### src/sfp_pkg.sv
// Shared types, constants and helpers of the snapshot frame parser.
`timescale 1ns / 1ps

package sfp_pkg;

    localparam int QDEPTH = 4;
    localparam int QPTR_W = $clog2(QDEPTH);
    localparam int QCNT_W = $clog2(QDEPTH + 1);

    localparam logic [7:0] CH_Q = 8'h51;
    localparam logic [7:0] CH_F = 8'h46;
    localparam logic [7:0] CH_S = 8'h53;

    localparam logic [31:0] NEED_Q = 32'd10;
    localparam logic [31:0] NEED_F = 32'd3;
    localparam int          NEED_S_BASE = 14;

    localparam logic [3:0] LEN_BYTES   = 4'd4;
    localparam logic [3:0] LOC_BYTES   = 4'd2;
    localparam logic [3:0] SEQ_BYTES   = 4'd8;
    localparam logic [3:0] WORD_BYTES  = 4'd4;
    localparam logic [3:0] ONE_BYTE    = 4'd1;

    typedef enum logic [3:0] {
        PH_LEN,
        PH_OPCODE,
        PH_LOCATE,
        PH_SEQ,
        PH_SYMBOL,
        PH_BIDCNT,
        PH_BIDLVL,
        PH_ASKCNT,
        PH_ASKLVL,
        PH_FCODE,
        PH_SKIP
    } t_phase;

    typedef enum logic [1:0] {
        OPC_Q,
        OPC_F,
        OPC_S
    } t_opc;

    typedef enum logic [2:0] {
        K_REQUEST,
        K_FAULT,
        K_HEADER,
        K_BID,
        K_ASKCNT,
        K_ASK,
        K_END,
        K_REJECT
    } t_kind;

    typedef enum logic [1:0] {
        ST_OK,
        ST_SHORT,
        ST_OPCODE,
        ST_OVERRUN
    } t_status;

    typedef struct packed {
        t_kind        record_kind;
        logic [15:0]  locate;
        logic [63:0]  sequence_res;
        logic [63:0]  symbol;
        logic [31:0]  level_count;
        logic [7:0]   fault_code;
        logic [31:0]  price;
        logic [31:0]  quantity;
        logic [31:0]  orders;
        t_status      status;
    } t_rec;

    typedef struct packed {
        logic [1:0] cnt;
        t_rec       rec0;
        t_rec       rec1;
    } t_push;

    typedef struct packed {
        logic [QCNT_W-1:0] count;
        logic              no_room;
    } t_qstat;

    function automatic t_rec make_rec(input t_kind kind, input logic [15:0] loc);
        t_rec r;
        r = '0;
        r.record_kind = kind;
        r.locate = (kind == K_REJECT) ? 16'd0 : loc;
        return r;
    endfunction

endpackage

### src/sfp_parse.sv
// Byte-serial frame parser: field assembler, counters and record generation.
`timescale 1ns / 1ps

module sfp_parse
    import sfp_pkg::*;
#(
    parameter int SYMBOL_BYTES = 8
) (
    input  logic       i_clk,
    input  logic       i_rst_n,
    input  logic       i_accept,
    input  logic [7:0] i_data_byte,
    output t_push      o_push
);

    localparam logic [31:0] NEED_S  = 32'(NEED_S_BASE + SYMBOL_BYTES);
    localparam logic [3:0]  SYM_LEN = 4'(SYMBOL_BYTES);

    t_phase      r_phase, n_phase;
    logic [31:0] r_bytes_left, n_bytes_left;
    logic [3:0]  r_idx, n_idx;
    t_opc        r_opc, n_opc;
    logic [63:0] r_shift, n_shift;
    logic [15:0] r_locate, n_locate;
    logic [63:0] r_seq, n_seq;
    logic [63:0] r_symbol, n_symbol;
    logic [31:0] r_levels_left, n_levels_left;
    logic [1:0]  r_lvl_idx, n_lvl_idx;
    logic [31:0] r_price, n_price;
    logic [31:0] r_qty, n_qty;
    t_status     r_frame_status, n_frame_status;

    logic [63:0] g_shift;
    logic [3:0]  g_idx;
    logic [3:0]  g_nbytes;
    logic        g_done;
    logic [31:0] g_word;
    logic [31:0] dec;
    logic        bid_over;
    logic        ask_over;
    logic        lvl_last;
    logic        lvl_emit;
    logic        op_known;
    logic        op_short;
    t_opc        op_code;
    logic        gathering;

    assign g_shift  = {r_shift[55:0], i_data_byte};
    assign g_idx    = r_idx + 4'd1;
    assign g_done   = g_idx >= g_nbytes;
    assign g_word   = g_shift[31:0];
    assign dec      = r_bytes_left - 32'd1;
    assign bid_over = (({4'b0, g_word} * 36'd12) + 36'd4) > {4'b0, dec};
    assign ask_over = ({4'b0, g_word} * 36'd12) > {4'b0, dec};
    assign lvl_last = r_levels_left == 32'd1;
    assign lvl_emit = r_lvl_idx >= 2'd2;
    assign gathering = r_phase inside {PH_LOCATE, PH_SEQ, PH_SYMBOL, PH_BIDCNT,
                                       PH_BIDLVL, PH_ASKCNT, PH_ASKLVL};

    always_comb begin
        case (r_phase)
            PH_LEN:    g_nbytes = LEN_BYTES;
            PH_LOCATE: g_nbytes = LOC_BYTES;
            PH_SEQ:    g_nbytes = SEQ_BYTES;
            PH_SYMBOL: g_nbytes = SYM_LEN;
            PH_BIDCNT, PH_BIDLVL, PH_ASKCNT, PH_ASKLVL: g_nbytes = WORD_BYTES;
            default:   g_nbytes = ONE_BYTE;
        endcase
    end

    always_comb begin
        op_known = 1'b1;
        op_short = 1'b0;
        op_code  = OPC_Q;
        case (i_data_byte)
            CH_Q: begin
                op_code  = OPC_Q;
                op_short = dec < NEED_Q;
            end
            CH_F: begin
                op_code  = OPC_F;
                op_short = dec < NEED_F;
            end
            CH_S: begin
                op_code  = OPC_S;
                op_short = dec < NEED_S;
            end
            default: begin
                op_known = 1'b0;
            end
        endcase
    end

    // Next-state logic.
    always_comb begin
        n_phase        = r_phase;
        n_bytes_left   = r_bytes_left;
        n_idx          = r_idx;
        n_opc          = r_opc;
        n_shift        = r_shift;
        n_locate       = r_locate;
        n_seq          = r_seq;
        n_symbol       = r_symbol;
        n_levels_left  = r_levels_left;
        n_lvl_idx      = r_lvl_idx;
        n_price        = r_price;
        n_qty          = r_qty;
        n_frame_status = r_frame_status;
        if (i_accept) begin
            if (r_phase == PH_LEN) begin
                n_shift = g_done ? 64'd0 : g_shift;
                n_idx   = g_done ? 4'd0 : g_idx;
                if (g_done) begin
                    n_bytes_left = g_word;
                    if (g_word != 32'd0) begin
                        n_phase = PH_OPCODE;
                    end
                end
            end else begin
                n_bytes_left = dec;
                if (gathering) begin
                    n_shift = g_done ? 64'd0 : g_shift;
                    n_idx   = g_done ? 4'd0 : g_idx;
                end
                case (r_phase)
                    PH_OPCODE: begin
                        n_frame_status = ST_OK;
                        n_locate       = 16'd0;
                        n_seq          = 64'd0;
                        n_symbol       = 64'd0;
                        n_levels_left  = 32'd0;
                        n_lvl_idx      = 2'd0;
                        n_idx          = 4'd0;
                        n_shift        = 64'd0;
                        if (op_known) begin
                            n_opc = op_code;
                        end
                        n_phase = (!op_known || op_short) ? PH_SKIP : PH_LOCATE;
                    end
                    PH_LOCATE: begin
                        if (g_done) begin
                            n_locate = g_shift[15:0];
                            n_phase  = (r_opc == OPC_F) ? PH_FCODE : PH_SEQ;
                        end
                    end
                    PH_FCODE: begin
                        n_phase = PH_SKIP;
                    end
                    PH_SEQ: begin
                        if (g_done) begin
                            n_seq   = g_shift;
                            n_phase = (r_opc == OPC_Q) ? PH_SKIP : PH_SYMBOL;
                        end
                    end
                    PH_SYMBOL: begin
                        if (g_done) begin
                            n_symbol = g_shift;
                            n_phase  = PH_BIDCNT;
                        end
                    end
                    PH_BIDCNT: begin
                        if (g_done) begin
                            if (bid_over) begin
                                n_frame_status = ST_OVERRUN;
                                n_phase        = PH_SKIP;
                            end else begin
                                n_levels_left = g_word;
                                n_lvl_idx     = 2'd0;
                                n_phase       = (g_word != 32'd0) ? PH_BIDLVL : PH_ASKCNT;
                            end
                        end
                    end
                    PH_ASKCNT: begin
                        if (g_done) begin
                            if (ask_over) begin
                                n_frame_status = ST_OVERRUN;
                                n_phase        = PH_SKIP;
                            end else if (g_word == 32'd0) begin
                                n_phase = PH_SKIP;
                            end else begin
                                n_levels_left = g_word;
                                n_lvl_idx     = 2'd0;
                                n_phase       = PH_ASKLVL;
                            end
                        end
                    end
                    PH_BIDLVL, PH_ASKLVL: begin
                        if (g_done) begin
                            case (r_lvl_idx)
                                2'd0: begin
                                    n_price   = g_word;
                                    n_lvl_idx = 2'd1;
                                end
                                2'd1: begin
                                    n_qty     = g_word;
                                    n_lvl_idx = 2'd2;
                                end
                                default: begin
                                    n_lvl_idx     = 2'd0;
                                    n_levels_left = r_levels_left - 32'd1;
                                    if (lvl_last) begin
                                        n_phase = (r_phase == PH_ASKLVL) ? PH_SKIP : PH_ASKCNT;
                                    end
                                end
                            endcase
                        end
                    end
                    default: begin
                        n_phase = PH_SKIP;
                    end
                endcase
                if (dec == 32'd0) begin
                    n_phase = PH_LEN;
                    n_idx   = 4'd0;
                    n_shift = 64'd0;
                end
            end
        end
    end

    // Record generation.
    always_comb begin
        o_push = '0;
        if (i_accept) begin
            case (r_phase)
                PH_LEN: begin
                    if (g_done && g_word == 32'd0) begin
                        o_push.cnt         = 2'd1;
                        o_push.rec0        = make_rec(K_REJECT, r_locate);
                        o_push.rec0.status = ST_SHORT;
                    end
                end
                PH_OPCODE: begin
                    if (!op_known || op_short) begin
                        o_push.cnt         = 2'd1;
                        o_push.rec0        = make_rec(K_REJECT, r_locate);
                        o_push.rec0.status = op_known ? ST_SHORT : ST_OPCODE;
                    end
                end
                PH_FCODE: begin
                    o_push.cnt             = 2'd1;
                    o_push.rec0            = make_rec(K_FAULT, r_locate);
                    o_push.rec0.fault_code = i_data_byte;
                end
                PH_SEQ: begin
                    if (g_done && r_opc == OPC_Q) begin
                        o_push.cnt               = 2'd1;
                        o_push.rec0              = make_rec(K_REQUEST, r_locate);
                        o_push.rec0.sequence_res = g_shift;
                    end
                end
                PH_BIDCNT: begin
                    if (g_done) begin
                        o_push.cnt               = 2'd1;
                        o_push.rec0              = make_rec(K_HEADER, r_locate);
                        o_push.rec0.sequence_res = r_seq;
                        o_push.rec0.symbol       = r_symbol;
                        o_push.rec0.level_count  = g_word;
                        if (bid_over) begin
                            o_push.cnt         = 2'd2;
                            o_push.rec1        = make_rec(K_END, r_locate);
                            o_push.rec1.status = ST_OVERRUN;
                        end
                    end
                end
                PH_ASKCNT: begin
                    if (g_done) begin
                        o_push.cnt              = 2'd1;
                        o_push.rec0             = make_rec(K_ASKCNT, r_locate);
                        o_push.rec0.level_count = g_word;
                        if (ask_over || g_word == 32'd0) begin
                            o_push.cnt         = 2'd2;
                            o_push.rec1        = make_rec(K_END, r_locate);
                            o_push.rec1.status = ask_over ? ST_OVERRUN : r_frame_status;
                        end
                    end
                end
                PH_BIDLVL, PH_ASKLVL: begin
                    if (g_done && lvl_emit) begin
                        o_push.cnt  = 2'd1;
                        o_push.rec0 = make_rec((r_phase == PH_ASKLVL) ? K_ASK : K_BID,
                                               r_locate);
                        o_push.rec0.price    = r_price;
                        o_push.rec0.quantity = r_qty;
                        o_push.rec0.orders   = g_word;
                        if (lvl_last && r_phase == PH_ASKLVL) begin
                            o_push.cnt         = 2'd2;
                            o_push.rec1        = make_rec(K_END, r_locate);
                            o_push.rec1.status = r_frame_status;
                        end
                    end
                end
                default: begin
                    o_push = '0;
                end
            endcase
        end
    end

    always_ff @(posedge i_clk) begin
        if (!i_rst_n) begin
            r_phase        <= PH_LEN;
            r_bytes_left   <= 32'd0;
            r_idx          <= 4'd0;
            r_opc          <= OPC_Q;
            r_shift        <= 64'd0;
            r_locate       <= 16'd0;
            r_seq          <= 64'd0;
            r_symbol       <= 64'd0;
            r_levels_left  <= 32'd0;
            r_lvl_idx      <= 2'd0;
            r_price        <= 32'd0;
            r_qty          <= 32'd0;
            r_frame_status <= ST_OK;
        end else begin
            r_phase        <= n_phase;
            r_bytes_left   <= n_bytes_left;
            r_idx          <= n_idx;
            r_opc          <= n_opc;
            r_shift        <= n_shift;
            r_locate       <= n_locate;
            r_seq          <= n_seq;
            r_symbol       <= n_symbol;
            r_levels_left  <= n_levels_left;
            r_lvl_idx      <= n_lvl_idx;
            r_price        <= n_price;
            r_qty          <= n_qty;
            r_frame_status <= n_frame_status;
        end
    end

endmodule

### src/sfp_outq.sv
// Result queue that takes up to two records per cycle and releases one.
`timescale 1ns / 1ps

module sfp_outq
    import sfp_pkg::*;
(
    input  logic   i_clk,
    input  logic   i_rst_n,
    input  t_push  i_push,
    input  logic   i_pop,
    output t_rec   o_head,
    output t_qstat o_stat
);

    t_rec              r_mem [QDEPTH];
    logic [QPTR_W-1:0] r_wr_ptr, n_wr_ptr;
    logic [QPTR_W-1:0] r_rd_ptr, n_rd_ptr;
    logic [QCNT_W-1:0] r_count, n_count;
    logic [QPTR_W-1:0] wr_ptr_next;
    logic              pop_ok;

    assign pop_ok      = i_pop && (r_count != '0);
    assign wr_ptr_next = r_wr_ptr + QPTR_W'(1);
    assign n_wr_ptr    = r_wr_ptr + QPTR_W'(i_push.cnt);
    assign n_rd_ptr    = r_rd_ptr + QPTR_W'(pop_ok);
    assign n_count     = r_count + QCNT_W'(i_push.cnt) - QCNT_W'(pop_ok);

    assign o_head         = r_mem[r_rd_ptr];
    assign o_stat.count   = r_count;
    assign o_stat.no_room = r_count > QCNT_W'(QDEPTH - 2);

    always_ff @(posedge i_clk) begin
        if (i_push.cnt != 2'd0) begin
            r_mem[r_wr_ptr] <= i_push.rec0;
        end
        if (i_push.cnt == 2'd2) begin
            r_mem[wr_ptr_next] <= i_push.rec1;
        end
    end

    always_ff @(posedge i_clk) begin
        if (!i_rst_n) begin
            r_wr_ptr <= '0;
            r_rd_ptr <= '0;
            r_count  <= '0;
        end else begin
            r_wr_ptr <= n_wr_ptr;
            r_rd_ptr <= n_rd_ptr;
            r_count  <= n_count;
        end
    end

endmodule

### src/snapshot_frame_parser.sv
// Top level of the snapshot frame parser: byte parser feeding a result queue.
//
// Channel   Dir   Handshake           Payload
// input     in    i_valid / o_stall   i_data_byte
// output    out   o_valid / i_stall   o_record_kind .. o_status
//
// One byte is accepted per cycle while o_stall is low; its parsing finishes in
// that cycle. Its records are written into a four-entry queue driving the outputs;
// a byte makes up to two records, and one leaves per cycle while i_stall is low.
// The input stalls while the queue has fewer than two free entries.
// Synchronous reset returns the parser to waiting for a length and empties the queue.
`timescale 1ns / 1ps

module snapshot_frame_parser
    import sfp_pkg::*;
#(
    parameter int SYMBOL_BYTES = 8
) (
    input  logic        i_clk,
    input  logic        i_rst_n,
    input  logic        i_valid,
    output logic        o_stall,
    input  logic [7:0]  i_data_byte,
    output logic        o_valid,
    input  logic        i_stall,
    output logic [2:0]  o_record_kind,
    output logic [15:0] o_locate,
    output logic [63:0] o_sequence_res,
    output logic [63:0] o_symbol,
    output logic [31:0] o_level_count,
    output logic [7:0]  o_fault_code,
    output logic [31:0] o_price,
    output logic [31:0] o_quantity,
    output logic [31:0] o_orders,
    output logic [1:0]  o_status
);

    logic   in_acc;
    t_push  push;
    t_rec   head;
    t_qstat qstat;

    assign o_stall = qstat.no_room;
    assign in_acc  = i_valid && !qstat.no_room;
    assign o_valid = qstat.count != '0;

    sfp_parse #(
        .SYMBOL_BYTES(SYMBOL_BYTES)
    ) u_parse (
        .i_clk       (i_clk),
        .i_rst_n     (i_rst_n),
        .i_accept    (in_acc),
        .i_data_byte (i_data_byte),
        .o_push      (push)
    );

    sfp_outq u_outq (
        .i_clk   (i_clk),
        .i_rst_n (i_rst_n),
        .i_push  (push),
        .i_pop   (!i_stall),
        .o_head  (head),
        .o_stat  (qstat)
    );

    assign o_record_kind  = head.record_kind;
    assign o_locate       = head.locate;
    assign o_sequence_res = head.sequence_res;
    assign o_symbol       = head.symbol;
    assign o_level_count  = head.level_count;
    assign o_fault_code   = head.fault_code;
    assign o_price        = head.price;
    assign o_quantity     = head.quantity;
    assign o_orders       = head.orders;
    assign o_status       = head.status;

    a_queue_bound: assert property (@(posedge i_clk) disable iff (!i_rst_n)
        qstat.count <= QCNT_W'(QDEPTH))
        else $error("Result queue holds more entries than its depth.");

    a_push_needs_accept: assert property (@(posedge i_clk) disable iff (!i_rst_n)
        (push.cnt != 2'd0) |-> in_acc)
        else $error("Records were produced without an accepted transaction.");

    a_no_invented: assert property (@(posedge i_clk) disable iff (!i_rst_n)
        (!in_acc && qstat.count == '0) |=> !o_valid)
        else $error("A result appeared with no transaction to cause it.");

    a_push_fits: assert property (@(posedge i_clk) disable iff (!i_rst_n)
        (push.cnt == 2'd2) |-> (qstat.count <= QCNT_W'(QDEPTH - 2)))
        else $error("Two records were pushed without room for both.");

endmodule

### config.mk
export PLATFORM = sky130hd
export DESIGN_NAME = snapshot_frame_parser
export DESIGN_NICKNAME = d
export VERILOG_FILES = /design/src/sfp_pkg.sv /design/src/sfp_parse.sv /design/src/sfp_outq.sv /design/src/snapshot_frame_parser.sv
export SDC_FILE = /design/constraint.sdc
export NUM_CORES = 2
export LEC_CHECK = 0
export BUFFER_PORTS_ARGS = -buffer_cell sky130_fd_sc_hd__buf_2
export CORE_MARGIN = 5
export CORE_UTILIZATION = 45
export CTS_BUF_LIST = sky130_fd_sc_hd__clkbuf_4
export DETAILED_ROUTE_END_ITERATION = 10
export MAX_ROUTING_LAYER = met4
export SLEW_MARGIN = 40
export SYNTH_ARGS = -nofsm -noshare
export SYNTH_HDL_FRONTEND = slang
export SYNTH_SLANG_ARGS = --single-unit
### constraint.sdc
create_clock -name i_clk -period 14 [get_ports i_clk]
set_clock_uncertainty 0.2 [all_clocks]
set_input_delay 0.7 -clock i_clk [delete_from_list [all_inputs] [get_ports i_clk]]
set_output_delay 0.7 -clock i_clk [all_outputs]
set_load 0.02 [all_outputs]
==> summary.md <==
| Metric | Value |
|---|---|
| Status | `finished, final reports clean` |
| Setup CP Type | `in -> reg` |
| Fin crit period | `9290 ps` |
| Reg clk slew, reported paths | `50 ps` |
| Setup repair after global routing missed its margin | `false` |
| Drt initial violations | `6,261` |
| Synth cell types | `82` |
| Maximum fanout along the worst path | `130` |
| Reg2reg start | `u_parse.r_shift[3]$_SDFFE_PN0P_` |
| # fillers | `14,200` |
| Setup TNS | `0 ps` |
| End of the critical path | `u_outq.r_mem[0][60]$_SDFFE_PP0P_` |
| Fmax | `108 MHz` |
| DRC | `0` |
| Routed vias | `60,300` |
| Yosys reg bits | `1,493` |
| Max layer used | `met4` |
| Switching power total | `4.27 mW` |
| Mapped Avg Cell Area | `8.94 um2` |
| Row count | `142` |
| Critical Path Source | `i_data_byte[1]` |
| Total CTS buffers | `407` |
| Met3 wire len | `21,400 um` |
| Vias per inst | `6.03` |
| Flip-flop and latch area | `30,700 um2` |
| Antenna viol nets, final | `0` |
| Place WS | `4160 ps` |
| Post-synth EDFFs | `80` |
| Fraction of layout cells with a size suffix above 1 | `17.7%` |
| Post-route cell area | `75,400 um2` |
| R2R depth | `26` |
| Switch share | `36.2%` |
| Final slew viol count | `0` |
| Worst R2R End | `u_outq.r_mem[0][60]$_SDFFE_PP0P_` |
| Vias in the first global route | `58,300` |
| Worst-Skew Late Latency | `1370 ps` |
| Maxcap violations | `0` |
| Io pins | `299` |
| Cell area after synthesis | `68,100 um2` |
| Clock tree buffer depth | `4` |
| Number of antenna violations at the first check in global routing | `10` |
| Register area share after synthesis | `45.1%` |
| Wire per inst | `24.1 um` |
| First-pass GRT wire length | `362,000 um` |
| Initial DRT Pass Iterations | `6` |
| Final period util | `66.4%` |
| Lkg Pwr | `26.9 nW` |
| Pin count of the biggest net entering global routing | `182` |
| Reg2reg setup slack | `4740 ps` |
| Internal | `7.51 mW` |
| Routability cong. | `0.932` |
| HP Class | `reg -> reg` |
| Worst slew pin tran | `985 ps` |
| DIE AREA | `159,000 um2` |
| Nets | `7,854` |
| Worst EP required | `15,000 ps` |
| Met1 WL | `101,000 um` |
| Reg power frac | `38.0%` |
| Root buffer cell | `clkbuf_4` |
| Synthesized Nets | `7,752` |
| Post-Syn Instances | `7,609` |
| Overall routing resource usage | `30.2%` |
| Fraction of registers with async set/reset | `0%` |
| Combinational share of power | `29.8%` |
| Setup ws final | `4710 ps` |
| Placed inst area | `70,300 um2` |
| Setup violators final | `0` |
| Area of the multi-input gates | `34,000 um2` |
| Critical Path Start Type | `primary input` |
| CP Data Arrival Time | `10,290 ps` |
| Synth warn | `0` |
| Routed WL | `241,000 um` |
| Met2 WL | `111,000 um` |
| Hpwl dp | `137,000 um` |
| H-tree levels | `5` |
| Area grow syn2layout | `10.8%` |
| Starting Density | `45.3%` |
| Clock power frac | `32.2%` |
| Main flop type after synthesis | `dfxtp_1` |
| Core ar. | `150,000 um2` |
| PwrDens | `156 nW/um2` |
| Max VDD drop | `0.126 mV` |
| Die Span Y | `399 um` |
| Setup bufs post-CTS | `0` |
| Sink Count | `1,493` |
| Port buffer count | `298` |
| Max-slew headroom | `34.3%` |
| Critical Path End Type | `flop` |
| TritonCTS clock tree | `done` |
| Die span in x | `399 um` |
| Final Hold Vio Count | `0` |
| GRT overflow | `0` |
| Util after Layout | `50.2%` |
-- metrics by stage --
stage | hold slack (ps) | total power [mW] | cells
floorplan | 226 | 6.95 | 7609
detailed placement | 242 | 8.01 | 9303
global route | 157 | 12.4 | 9989
global placement | 238 | 7.98 | 9297
CTS | 104 | 11.8 | 9977
finish | 249 | 11.8 | 9992
-- worst min-delay path by stage --
stage                                                  end                              startpoint  slack (ps)  cells after the start
floorplan           u_parse.r_frame_status[0]$_SDFFE_PN0P_  u_parse.r_frame_status[0]$_SDFFE_PN0P_         230                      2
global placement          u_outq.r_mem[1][49]$_SDFFE_PP0P_        u_outq.r_mem[1][49]$_SDFFE_PP0P_         240                      2
detailed placement  u_parse.r_frame_status[0]$_SDFFE_PN0P_  u_parse.r_frame_status[0]$_SDFFE_PN0P_         240                      2
CTS                 u_parse.r_levels_left[30]$_SDFFE_PN0P_                                 i_rst_n         100                      4
global route        u_parse.r_levels_left[30]$_SDFFE_PN0P_                                 i_rst_n         160                      4
finish                    u_outq.r_mem[2][26]$_SDFFE_PP0P_        u_outq.r_mem[2][26]$_SDFFE_PP0P_         250                      2
-- layout by cell type (no fill, tap or decap), types with 80 or more instances in the layout --
cell type | Yosys | routed
edfxtp_1 | 80 | 80
nand2_1 | 1603 | 1599
a21boi_0 | 288 | 288
nor2_1 | 170 | 163
buf_2 | 144 | 297
mux4_2 | 285 | 285
clkbuf_4 | 0 | 598
o21ai_0 | 144 | 144
a32o_1 | 200 | 200
nand3_1 | 833 | 832
ha_1 | 129 | 129
a21oi_1 | 891 | 886
dfxtp_1 | 1413 | 1404
-- cells by family (layout without fill, tap and decap cells) --
| group | Yosys count | count (layout) | synth area share [%] |
|---|---|---|---|
| adder cells (fa/ha/maj) | 132 | 132 | 2.45 |
| other | 0 | 11 | 0 |
| AND/OR/NAND/NOR | 2948 | 2948 | 19.1 |
| flip-flops | 1493 | 1493 | 45.1 |
| XOR/XNOR | 102 | 102 | 1.31 |
| buffers and inverters | 817 | 1173 | 5.26 |
| AO/OA/AOI/OAI | 1828 | 1828 | 17.3 |
| multiplexers | 289 | 289 | 9.49 |
-- state kept, by name, indices dropped and copies added, names as in the netlist --
| signal | count |
|---|---|
| u_outq.r_count | 3 |
| u_outq.r_mem | 1140 |
| u_outq.r_rd_ptr | 2 |
| u_outq.r_wr_ptr | 2 |
| u_parse.g_nbytes | 4 |
| u_parse.r_bytes_left | 32 |
| u_parse.r_frame_status | 2 |
| u_parse.r_idx | 4 |
| u_parse.r_levels_left | 32 |
| u_parse.r_locate | 16 |
| u_parse.r_lvl_idx | 2 |
| u_parse.r_opc | 2 |
| u_parse.r_phase | 4 |
| u_parse.r_price | 32 |
| u_parse.r_qty | 32 |
| u_parse.r_seq | 64 |
| u_parse.r_shift | 56 |
| u_parse.r_symbol | 64 |
-- power by group through the flow --
stage                     sequential [mW]  combinational (mW)  clock [mW]
after CTS                            4.47                3.47        3.86
after global placement               4.56                3.42           0
after detailed placement             4.56                3.45           0
final                                4.47                3.51        3.79
after floorplan                      4.47                2.48           0
after global routing                 4.47                3.83        4.11
-- routing by layer --
layer  track usage, %  vias up
met1             39.1    29800
met4             10.5        0
li1                 -    27400
met5                -        -
met2             46.8     2685
met3             6.89      357
-- repair_timing --
action	4_1_cts	5_1_grt
resized for setup	0	0
endpoints found under the setup margin	0	0
hold buffers	11	0
hold endpoints to repair	307	0
-- area by class of cell --
class | instances | area share [%]
Timing Repair Buffer | 436 | 3.98
Inverter | 74 | 0.368
Multi-Input combinational cell | 5299 | 45.2
Antenna cell | 11 | 0.0365
Sequential cell | 1493 | 40.7
Clock buffer | 598 | 5.95
Clock inverter | 65 | 0.451
Tap cell | 2016 | 3.35
-- Yosys cell counts, types with 44 or more instances --
cell | n | area [um2]
nor3_1 | 56 | 280
nor2b_1 | 73 | 457
mux4_2 | 285 | 6420
buf_2 | 144 | 721
a21oi_1 | 891 | 4460
buf_6 | 44 | 495
nand2_1 | 1603 | 6020
nor2_1 | 170 | 638
and2_1 | 44 | 275
clkbuf_1 | 425 | 1600
nand3_1 | 833 | 4170
nand4_1 | 44 | 275
buf_1 | 128 | 480
a21boi_0 | 288 | 2160
ha_1 | 129 | 1610
edfxtp_1 | 80 | 2400
xnor2_1 | 63 | 552
dfxtp_1 | 1413 | 28300
a22oi_1 | 79 | 593
a32o_1 | 200 | 2000
inv_1 | 74 | 278
o21ai_0 | 144 | 721
-- worst max-delay path: stages --
cell and delay (ps):
dlygate4sd3_1 540, buf_2 600, inv_1 290, fa_1 520
nor2b_1 230, o2111ai_1 250, a2111oi_1 800, nor2_1 140
xnor2_1 480, nand4_1 270, nor3b_1 500, nand3_1 210
nor2_1 160, xor2_1 160, ha_1 260, a21o_1 160
a21oi_1 190, o211ai_1 140, o31ai_1 390, o211ai_1 150
mux2_2 330, o31ai_4 640, a21oi_4 100, buf_4 260
nor2_8 190, buf_4 520, buf_12 650, a32o_1 210
No activity file was read; power rests on OpenSTA's default activity.
